$ cat src/rtl/ffca_pkg.sv
// Shared widths, codes and state encoding for the first-fit cell allocator.
package ffca_pkg;

	localparam int ID_W    = 8;
	localparam int LEN_W   = 6;
	localparam int START_W = 5;
	localparam int FREED_W = 6;

	localparam logic [ID_W-1:0] FREE_ID = '0;

	typedef enum logic {
		OP_ALLOC = 1'b0,
		OP_FREE  = 1'b1
	} op_t;

	typedef enum logic [1:0] {
		STAT_DONE    = 2'd0,
		STAT_NOSPACE = 2'd1,
		STAT_INVALID = 2'd2
	} status_t;

	typedef enum logic [3:0] {
		FSM_IDLE = 4'b0001,
		FSM_INJ  = 4'b0010,
		FSM_WAIT = 4'b0100,
		FSM_RESP = 4'b1000
	} fsm_t;

endpackage

$ cat src/rtl/first_fit_cell_allocator.sv
// Top level of the first-fit cell allocator: request control, cell chain and result register.
// A well-formed request is scanned and its result registered once the front leaves the chain;
// a rejected one skips the scan. A single scan front walks the cell chain one cell a cycle.
// Items are taken one at a time: the next is accepted only after the last result is loaded.
// Reset: every cell reads free straight after reset, no clearing pass; control idles.
module first_fit_cell_allocator #(
	parameter int CELLS = 32
) (
	input  logic                           clk,
	input  logic                           arst_n,
	input  logic                           in_valid,
	output logic                           in_stall,
	input  logic                           op,
	input  logic [ffca_pkg::ID_W-1:0]      proc_id,
	input  logic [ffca_pkg::LEN_W-1:0]     length,
	output logic                           out_valid,
	input  logic                           out_stall,
	output logic [1:0]                     status,
	output logic [ffca_pkg::START_W-1:0]   start_cell,
	output logic [ffca_pkg::FREED_W-1:0]   cells_freed
);

	localparam int RW = $clog2(CELLS + 1);
	localparam int IW = $clog2(CELLS);
	localparam int CW = 3 + ffca_pkg::ID_W + RW + IW;
	localparam int WW = 2 + 2 * RW + 2 * IW;

	typedef struct packed {
		logic                      clr;
		logic                      alloc;
		logic                      commit;
		logic [ffca_pkg::ID_W-1:0] id;
		logic [RW-1:0]             len;
		logic [IW-1:0]             fstart;
	} ctl_t;

	typedef struct packed {
		logic          vld;
		logic          found;
		logic [RW-1:0] run;
		logic [IW-1:0] start;
		logic [IW-1:0] pos;
		logic [RW-1:0] cnt;
	} wave_t;

	ffca_pkg::fsm_t                state_q;
	logic                          alloc_q;
	logic [ffca_pkg::ID_W-1:0]     id_q;
	logic [RW-1:0]                 len_q;
	ffca_pkg::status_t             res_status_q;
	logic [IW-1:0]                 res_start_q;
	logic [RW-1:0]                 res_cnt_q;
	logic                          out_vld_q;
	ffca_pkg::status_t             out_status_q;
	logic [ffca_pkg::START_W-1:0]  out_start_q;
	logic [ffca_pkg::FREED_W-1:0]  out_cnt_q;

	logic                          accept;
	logic                          req_ok;
	logic [15:0]                   len_w;
	logic                          load_out;
	ctl_t                          ctl;
	wave_t                         inj;
	wave_t                         tail;
	logic [WW-1:0]                 chain [CELLS+1];
	logic [CELLS-1:0]              wave_vld;
	logic [31:0]                   start_ext;
	logic [31:0]                   cnt_ext;

	assign accept   = in_valid && !in_stall;
	assign in_stall = (state_q != ffca_pkg::FSM_IDLE);
	assign len_w    = 16'(length);
	assign req_ok   = (proc_id != ffca_pkg::FREE_ID) &&
		((op == ffca_pkg::OP_FREE) || ((len_w != 16'd0) && (len_w <= 16'(CELLS))));

	assign tail = wave_t'(chain[CELLS]);

	always_comb begin
		ctl.clr    = accept;
		ctl.alloc  = alloc_q;
		ctl.commit = (state_q == ffca_pkg::FSM_WAIT) && tail.vld && tail.found && alloc_q;
		ctl.id     = id_q;
		ctl.len    = len_q;
		ctl.fstart = tail.start;
		inj        = '0;
		inj.vld    = (state_q == ffca_pkg::FSM_INJ);
	end

	assign chain[0] = WW'(inj);

	genvar g;
	generate
		for (g = 0; g < CELLS; g++) begin : g_cell
			ffca_cell #(
				.RW (RW),
				.IW (IW)
			) u_cell (
				.clk    (clk),
				.arst_n (arst_n),
				.ctl    (CW'(ctl)),
				.w_i    (chain[g]),
				.w_o    (chain[g+1])
			);
			assign wave_vld[g] = chain[g+1][WW-1];
		end
	endgenerate

	always_ff @(posedge clk or negedge arst_n) begin
		if (!arst_n) begin
			state_q <= ffca_pkg::FSM_IDLE;
		end else begin
			unique case (state_q)
				ffca_pkg::FSM_IDLE: begin
					if (accept) begin
						state_q <= req_ok ? ffca_pkg::FSM_INJ : ffca_pkg::FSM_RESP;
					end
				end
				ffca_pkg::FSM_INJ: begin
					state_q <= ffca_pkg::FSM_WAIT;
				end
				ffca_pkg::FSM_WAIT: begin
					if (tail.vld) begin
						state_q <= ffca_pkg::FSM_RESP;
					end
				end
				ffca_pkg::FSM_RESP: begin
					if (load_out) begin
						state_q <= ffca_pkg::FSM_IDLE;
					end
				end
				default: begin
					state_q <= ffca_pkg::FSM_IDLE;
				end
			endcase
		end
	end

	always_ff @(posedge clk) begin
		if (accept) begin
			alloc_q      <= (op == ffca_pkg::OP_ALLOC);
			id_q         <= proc_id;
			len_q        <= RW'(length);
			res_status_q <= ffca_pkg::STAT_INVALID;
			res_start_q  <= '0;
			res_cnt_q    <= '0;
		end else if ((state_q == ffca_pkg::FSM_WAIT) && tail.vld) begin
			if (alloc_q) begin
				res_status_q <= tail.found ? ffca_pkg::STAT_DONE : ffca_pkg::STAT_NOSPACE;
				res_start_q  <= tail.found ? tail.start : '0;
				res_cnt_q    <= '0;
			end else begin
				res_status_q <= ffca_pkg::STAT_DONE;
				res_start_q  <= '0;
				res_cnt_q    <= tail.cnt;
			end
		end
	end

	assign load_out  = (state_q == ffca_pkg::FSM_RESP) && (!out_vld_q || !out_stall);
	assign start_ext = 32'(res_start_q);
	assign cnt_ext   = 32'(res_cnt_q);

	always_ff @(posedge clk or negedge arst_n) begin
		if (!arst_n) begin
			out_vld_q <= 1'b0;
		end else if (load_out) begin
			out_vld_q <= 1'b1;
		end else if (!out_stall) begin
			out_vld_q <= 1'b0;
		end
	end

	always_ff @(posedge clk) begin
		if (load_out) begin
			out_status_q <= res_status_q;
			out_start_q  <= start_ext[ffca_pkg::START_W-1:0];
			out_cnt_q    <= cnt_ext[ffca_pkg::FREED_W-1:0];
		end
	end

	assign out_valid   = out_vld_q;
	assign status      = out_status_q;
	assign start_cell  = out_start_q;
	assign cells_freed = out_cnt_q;

`ifndef ASSERT_OFF
	a_tail_in_wait: assert property (@(posedge clk) disable iff (!arst_n)
		tail.vld |-> (state_q == ffca_pkg::FSM_WAIT))
		else $error("scan front left the chain outside the wait state");

	a_single_front: assert property (@(posedge clk) disable iff (!arst_n)
		$countones(wave_vld) <= 1)
		else $error("more than one scan front in the chain");

	a_accept_blocks: assert property (@(posedge clk) disable iff (!arst_n)
		accept |=> in_stall)
		else $error("next item taken before the current one finished");

	a_free_no_start: assert property (@(posedge clk) disable iff (!arst_n)
		(out_valid && (cells_freed != '0)) |-> (start_cell == '0))
		else $error("free result carries a start cell");
`endif

endmodule

$ cat src/rtl/ffca_cell.sv
// One storage cell of the allocator chain: owner id, run tracking and scan hand-off.
module ffca_cell #(
	parameter int RW = 6,
	parameter int IW = 5
) (
	input  logic                                clk,
	input  logic                                arst_n,
	input  logic [3+ffca_pkg::ID_W+RW+IW-1:0]   ctl,
	input  logic [2+2*RW+2*IW-1:0]              w_i,
	output logic [2+2*RW+2*IW-1:0]              w_o
);

	typedef struct packed {
		logic                      clr;
		logic                      alloc;
		logic                      commit;
		logic [ffca_pkg::ID_W-1:0] id;
		logic [RW-1:0]             len;
		logic [IW-1:0]             fstart;
	} ctl_t;

	typedef struct packed {
		logic          vld;
		logic          found;
		logic [RW-1:0] run;
		logic [IW-1:0] start;
		logic [IW-1:0] pos;
		logic [RW-1:0] cnt;
	} wave_t;

	ctl_t                      c;
	wave_t                     wi;
	wave_t                     wn;
	wave_t                     w_q;
	logic [ffca_pkg::ID_W-1:0] owner_q;
	logic                      tent_q;
	logic [IW-1:0]             tstart_q;
	logic                      is_free;
	logic                      take;
	logic                      release_me;
	logic [RW-1:0]             run_nx;

	assign c  = ctl_t'(ctl);
	assign wi = wave_t'(w_i);
	assign w_o = w_q;

	assign is_free    = (owner_q == ffca_pkg::FREE_ID);
	assign run_nx     = wi.run + RW'(1);
	assign take       = wi.vld && c.alloc && !wi.found && is_free;
	assign release_me = wi.vld && !c.alloc && (owner_q == c.id);

	always_comb begin
		wn     = wi;
		wn.pos = wi.pos + IW'(1);
		if (c.alloc) begin
			if (!wi.found) begin
				if (is_free) begin
					wn.run   = run_nx;
					wn.start = (wi.run == '0) ? wi.pos : wi.start;
					wn.found = (run_nx >= c.len);
				end else begin
					wn.run = '0;
				end
			end
		end else if (owner_q == c.id) begin
			wn.cnt = wi.cnt + RW'(1);
		end
	end

	always_ff @(posedge clk or negedge arst_n) begin
		if (!arst_n) begin
			w_q      <= '0;
			owner_q  <= ffca_pkg::FREE_ID;
			tent_q   <= 1'b0;
			tstart_q <= '0;
		end else begin
			w_q <= wn;
			priority if (c.clr) begin
				tent_q <= 1'b0;
			end else if (take) begin
				tent_q <= 1'b1;
			end else begin
				tent_q <= tent_q;
			end
			priority if (c.commit && tent_q && (tstart_q == c.fstart)) begin
				owner_q <= c.id;
			end else if (release_me) begin
				owner_q <= ffca_pkg::FREE_ID;
			end else begin
				owner_q <= owner_q;
			end
			if (take) begin
				tstart_q <= wn.start;
			end
		end
	end

endmodule

$ cat config.mk
export PLATFORM = sky130hd
export DESIGN_NAME = first_fit_cell_allocator
export DESIGN_NICKNAME = d
export VERILOG_FILES = /design/src/rtl/ffca_pkg.sv /design/src/rtl/first_fit_cell_allocator.sv /design/src/rtl/ffca_cell.sv
export SDC_FILE = /design/constraint.sdc
export NUM_CORES = 2
export LEC_CHECK = 0
export BUFFER_PORTS_ARGS = -buffer_cell sky130_fd_sc_hd__buf_4
export CAP_MARGIN = 20
export CORE_ASPECT_RATIO = 0.5
export CORE_MARGIN = 2
export CORE_UTILIZATION = 55
export CTS_BUF_LIST = sky130_fd_sc_hd__clkbuf_2 sky130_fd_sc_hd__clkbuf_4 sky130_fd_sc_hd__clkbuf_8
export DETAILED_ROUTE_END_ITERATION = 16
export PLACE_DENSITY = 0.71
export SETUP_SLACK_MARGIN = 0.2
export SLEW_MARGIN = 20
export SYNTH_ARGS = -nofsm -noshare
export SYNTH_HDL_FRONTEND = slang
export SYNTH_HIERARCHICAL = 1
export SYNTH_SLANG_ARGS = --single-unit
$ cat constraint.sdc
create_clock -name clk -period 7.5 [get_ports clk]
set_input_delay 2.25 -clock clk [delete_from_list [all_inputs] [get_ports clk]]
set_output_delay 2.25 -clock clk [all_outputs]
set_load 0.03 [all_outputs]
# Word level (Yosys, flattened, before mapping)
# Index checks and enable logic that the tools add are counted.
[op_classes]
add_sub_neg = 92
n_lt_le_gt_ge = 33
eq_ne = 73
mux = 393
bitwise = 1
n_reduce_logical = 397
[ops]
columns = ["op", "count"]
rows = [
  ["12-bit two-way mux", 63],
  ["6-bit two-way mux", 94],
  ["8-bit two-way mux", 64],
  ["6-bit by 1-bit adder with 6-bit output (second input constant)", 62],
  ["5-bit two-way mux", 64],
  ["8-bit == test", 32],
  ["8-bit logical NOT", 32],
  ["1-bit logical AND", 230],
  ["6-bit greater-or-equal comparator", 31],
  ["6-bit logical NOT", 31],
  ["5-bit == test", 32],
  ["5-bit by 1-bit adder with 5-bit output (second input constant)", 29],
  ["2-bit nonzero test", 64],
  ["1-bit two-way mux", 103],
  ["1-bit logical NOT", 35],
  ["4-bit two-way mux", 4],
  ["4-bit one-hot mux with 4 select lines", 1],
  ["16-bit nonzero test", 1],
  ["8-bit nonzero test", 1],
  ["1-bit by 6-bit greater-or-equal comparator with 1-bit output (first input constant)", 1],
  ["6-bit <= comparator (second input constant)", 1],
  ["4-bit by 1-bit == test with 1-bit output (second input constant)", 1],
  ["4-bit by 2-bit == test with 1-bit output (second input constant)", 1],
  ["4-bit by 3-bit == test with 1-bit output (second input constant)", 1],
  ["other kinds (8)", 11],
]
[totals]
regBits = 1247
in_bits = 19
output_inout_bits = 15
elab_cells = 1286

# Longest topological paths before layout
[logic_depth]
word_depth = 7
mapped_depth = 9
depth_no_buf = 8

# By module
# Netlist, hierarchy kept.
[by_module_without_submodules]
columns = ["module", "n_inst", "cells_each", "area_each_um2", "seq_area_each_um2"]
rows = [
  ["ffca_cell at g_cell[0].u_cell ...", 31, 175, 1940.6, 950.9],
  ["ffca_cell at g_cell[9].u_cell", 1, 174, 1934.4, 950.9],
  ["first_fit_cell_allocator", 1, 128, 1701.6, 1227.4],
]

# Least setup slack after synthesis
# Ideal clock, no wire load.
[synth_path]
path_kind = "flip-flop to flip-flop"
start = "register alloc_q"
end = "register g_cell[0].u_cell/owner_q[5] (netlist bit)"
setup_ns = 0.131
arrival_ns = 3.621
required_ns = 7.369
slack_ns = 3.749
stages_incl_launch_ff = 7
synth_period_minus_slack_ns = 3.751
cell_sequence = "edfxtp_1 -> buf_2 -> and3_1 -> nand4_1 -> clkbuf_1 -> nand3_1 -> o21ai_0"
[synth_rtl]
columns = ["element", "line_no", "rtl"]
rows = [
  ["start, declared", "first_fit_cell_allocator.sv:47", "logic alloc_q;"],
  ["start signal, assigned", "first_fit_cell_allocator.sv:140", "alloc_q <= (op == ffca_pkg::OP_ALLOC);"],
  ["end signal, assigned", "ffca_cell.sv:73", "owner_q <= ffca_pkg::FREE_ID;"],
  ["end signal, assigned", "ffca_cell.sv:86", "owner_q <= c.id;"],
  ["end signal, assigned", "ffca_cell.sv:88", "owner_q <= ffca_pkg::FREE_ID;"],
  ["end, declared", "ffca_cell.sv:35", "logic [ffca_pkg::ID_W-1:0] owner_q;"],
]

# Final worst setup path
[layout_path]
start = "register state_q[0]"
end = "output in_stall"
[layout_via]
elab_chain_len = 1
[layout_rtl]
columns = ["element", "line_no", "rtl"]
rows = [
  ["start, declared", "first_fit_cell_allocator.sv:46", "ffca_pkg::fsm_t state_q;"],
  ["start signal, assigned", "first_fit_cell_allocator.sv:110", "state_q <= ffca_pkg::FSM_IDLE;"],
  ["start signal, assigned", "first_fit_cell_allocator.sv:115", "state_q <= req_ok ? ffca_pkg::FSM_INJ : ffca_pkg::FSM_RESP;"],
  ["start signal, assigned", "first_fit_cell_allocator.sv:119", "state_q <= ffca_pkg::FSM_WAIT;"],
  ["4-bit by 1-bit inequality test with 1-bit output", "first_fit_cell_allocator.sv:71", "assign in_stall = (state_q != ffca_pkg::FSM_IDLE);"],
  ["end, declared", "first_fit_cell_allocator.sv:12", "output logic in_stall,"],
]
# Every way passes these cells.

==> results.md <==
* Outcome: complete, no violations
* Startpoint Class: register
* Critical path arrival at just under 2 ns
* Port Buffers at 33
* Period utilization at about 56%
* GRT Residual Overflow at 0
* Largest net degree at the start of global routing at 200
* Min Tclk post-route at between 4 and 5 ns
* Reg2reg path depth at 7
* Die X at approximately 480 um
* Initial Util at between 50% and 60%
* Setup TNS at 0 ns
* Avg Vias per Cell at about 5.5
* Total power at ~22,000 uW
* Fmax at ~240 MHz
* Share of cells above drive strength 1 at approximately 15%
* First-pass GRT wire length at roughly 230,000 um
* Detailed Route WL at about 140,000 um
* Critical path depth in cells at 3
* Antenna violations before repair at 3
* Hold Crit Depth at 1
* Antenna Nets Post-Route at 0
* CP Class: reg -> out
* Hpwl dp at just over 90,000 um
* 1st-iter DRT viols at 2,945
* Max clock buf depth at 3
* Hold buffer count at cts at 0
* Slew Viols, Final at 0
* Worst setup EP type: output pin
* Clock sinks at around 1,300
* Vias in the first global route at about 44,000
* Site Rows at a little under 90
* Fin. Hold Viols at 0
* CP bufs+invs at 2
* Power per Cell Area at 315 nW/um^2
* Worst skew pair latency at 0.87 ns
* Family with the most delay on the worst path: flip-flops
* Mapped cell area at between 60,000 and 70,000 sq um
* CTS buffer count at between 150 and 200
* Nets at roughly 6,300
* Min-delay worst type: reg -> reg
* CP required at between 5 and 6 ns
* Critical path fanouts, max at 6
* Total number of vias at approximately 42,000
* CTS tree: done
* Die ar. at 118,000 sq um
* Slowest stage delay, CP at just under 0.6 ns
* Total GRT Usage at about a quarter
* H-tree depth at 4
* RSZ-0062 raised after global routing: false
* CTS resizes at 0
* DR pass1 iterations at 5
* CP max-delay cell: dfstp_2
* Post-CTS Setup Repair Bufs at 0
* Average cell area after synthesis at 11.1 sq um
* Final Skew at 0.0455 ns
* VDD IR-drop max at about 0.22 mV
* Worst-path clk slew at ~0.070 ns
* Worst-margin pin slew at ~1.2 ns
* Mean routed wirelength per cell at ~18 um
* Synth-to-Final Area Change at 9.79%
* YS warnings at 6
* I/O pin total at 34
* Hold slack at between 0.4 and 0.5 ns
* Rel. slew slack at around 21%
* Post-Synthesis Cells at 5,704
* GP Congestion at between 0.8 and 0.9
* Max-Cap Viols at 0
* # setup viols final at 0
* CORE AREA at 115,000 sq um
* Crit path cell chain: nor4b_2 -> inv_1 -> buf_4
* Chip Height at ~240 um
* Leakage at 0.0336 uW
* DR DRC count at 0
* Clk root buf: clkbuf_8
-- cells in the final DEF, fill, tap and decap left out, types with 33 or more instances in the layout --
cell / n
o21ai_0: 321
xnor2_1: 254
nor2_1: 132
a21oi_1: 45
o21ai_1: 33
nor3_1: 67
ha_1: 319
clkbuf_4: 51
o21ai_2: 128
nand4_1: 132
a22o_1: 155
mux2i_1: 161
mux2_2: 63
clkbuf_8: 234
xor2_1: 543
or4_1: 34
buf_4: 62
dfrtp_1: 1204
mux2_4: 128
inv_1: 577
a21oi_2: 33
nand2b_1: 66
nand2_1: 244
nand3_1: 510
conb_1: 78
nor4_1: 97
-- sequential cells by signal, indices dropped and copies added (netlist names) --
name	count
g_cell.u_cell/w_o	757
g_cell.u_cell/owner_q	256
g_cell.u_cell/tstart_q	160
g_cell.u_cell/tent_q	32
id_q	8
cells_freed	6
len_q	6
res_cnt_q	6
res_start_q	5
start_cell	5
state_q	4
res_status_q	2
status	2
alloc_q	1
out_valid	1
-- per-layer routing --
metal / up-vias / track usage, % / routed length, um
li1: 20200 / - / -
met1: 20800 / 31.0 / 60900
met2: 860 / 39.2 / 65200
met3: 261 / 4.28 / 6930
met4: 0 / 7.73 / 3290
met5: - / 0 / 0
-- layout make-up --
cell class / instances / area (sq um)
fillers: 9106 / 45200
flip-flops and latches: 1251 / 31400
clock buffers: 285 / 3600
repair buffers: 72 / 673
diodes: 2 / 5.00
well taps: 1530 / 1910
clock inverters: 38 / 359
inverters: 578 / 2170
multi-input cells: 3850 / 29500
-- path summary, 6_finish.rpt --
check / from / end / slack [ns]
min reg2reg: g_cell[21].u_cell/w_o[5] / g_cell[22].u_cell/w_o[5] / 0.43
max reg2reg: state_q[3] / g_cell[2].u_cell/owner_q[4] / 4.12
min: g_cell[21].u_cell/w_o[5] / g_cell[22].u_cell/w_o[5] / 0.43
max: state_q[0] / in_stall / 3.32
max in group asynchronous: arst_n / g_cell[23].u_cell/w_o[8] / 4.56
min in group asynchronous: arst_n / g_cell[2].u_cell/w_o[10] / 1.34
-- through the flow --
step,instance area [sq um],instances,setup WS [ns],utilization [%]
after CTS,69600,7603,3.25,60.6
after detailed placement,65600,7280,3.56,57.1
final,69600,7606,3.32,60.6
after floorplan,63700,5781,3.75,-
after global routing,69600,7606,3.21,60.6
after global placement,65600,7280,3.59,57.1
-- power breakdown --
group	leakage, uW	switching (uW)	internal, uW
sequential	0.0156	1470	8100
combinational	0.0159	3500	2990
clock	0.00210	2650	3220
Note: power is estimated with default switching activity, not from simulation.
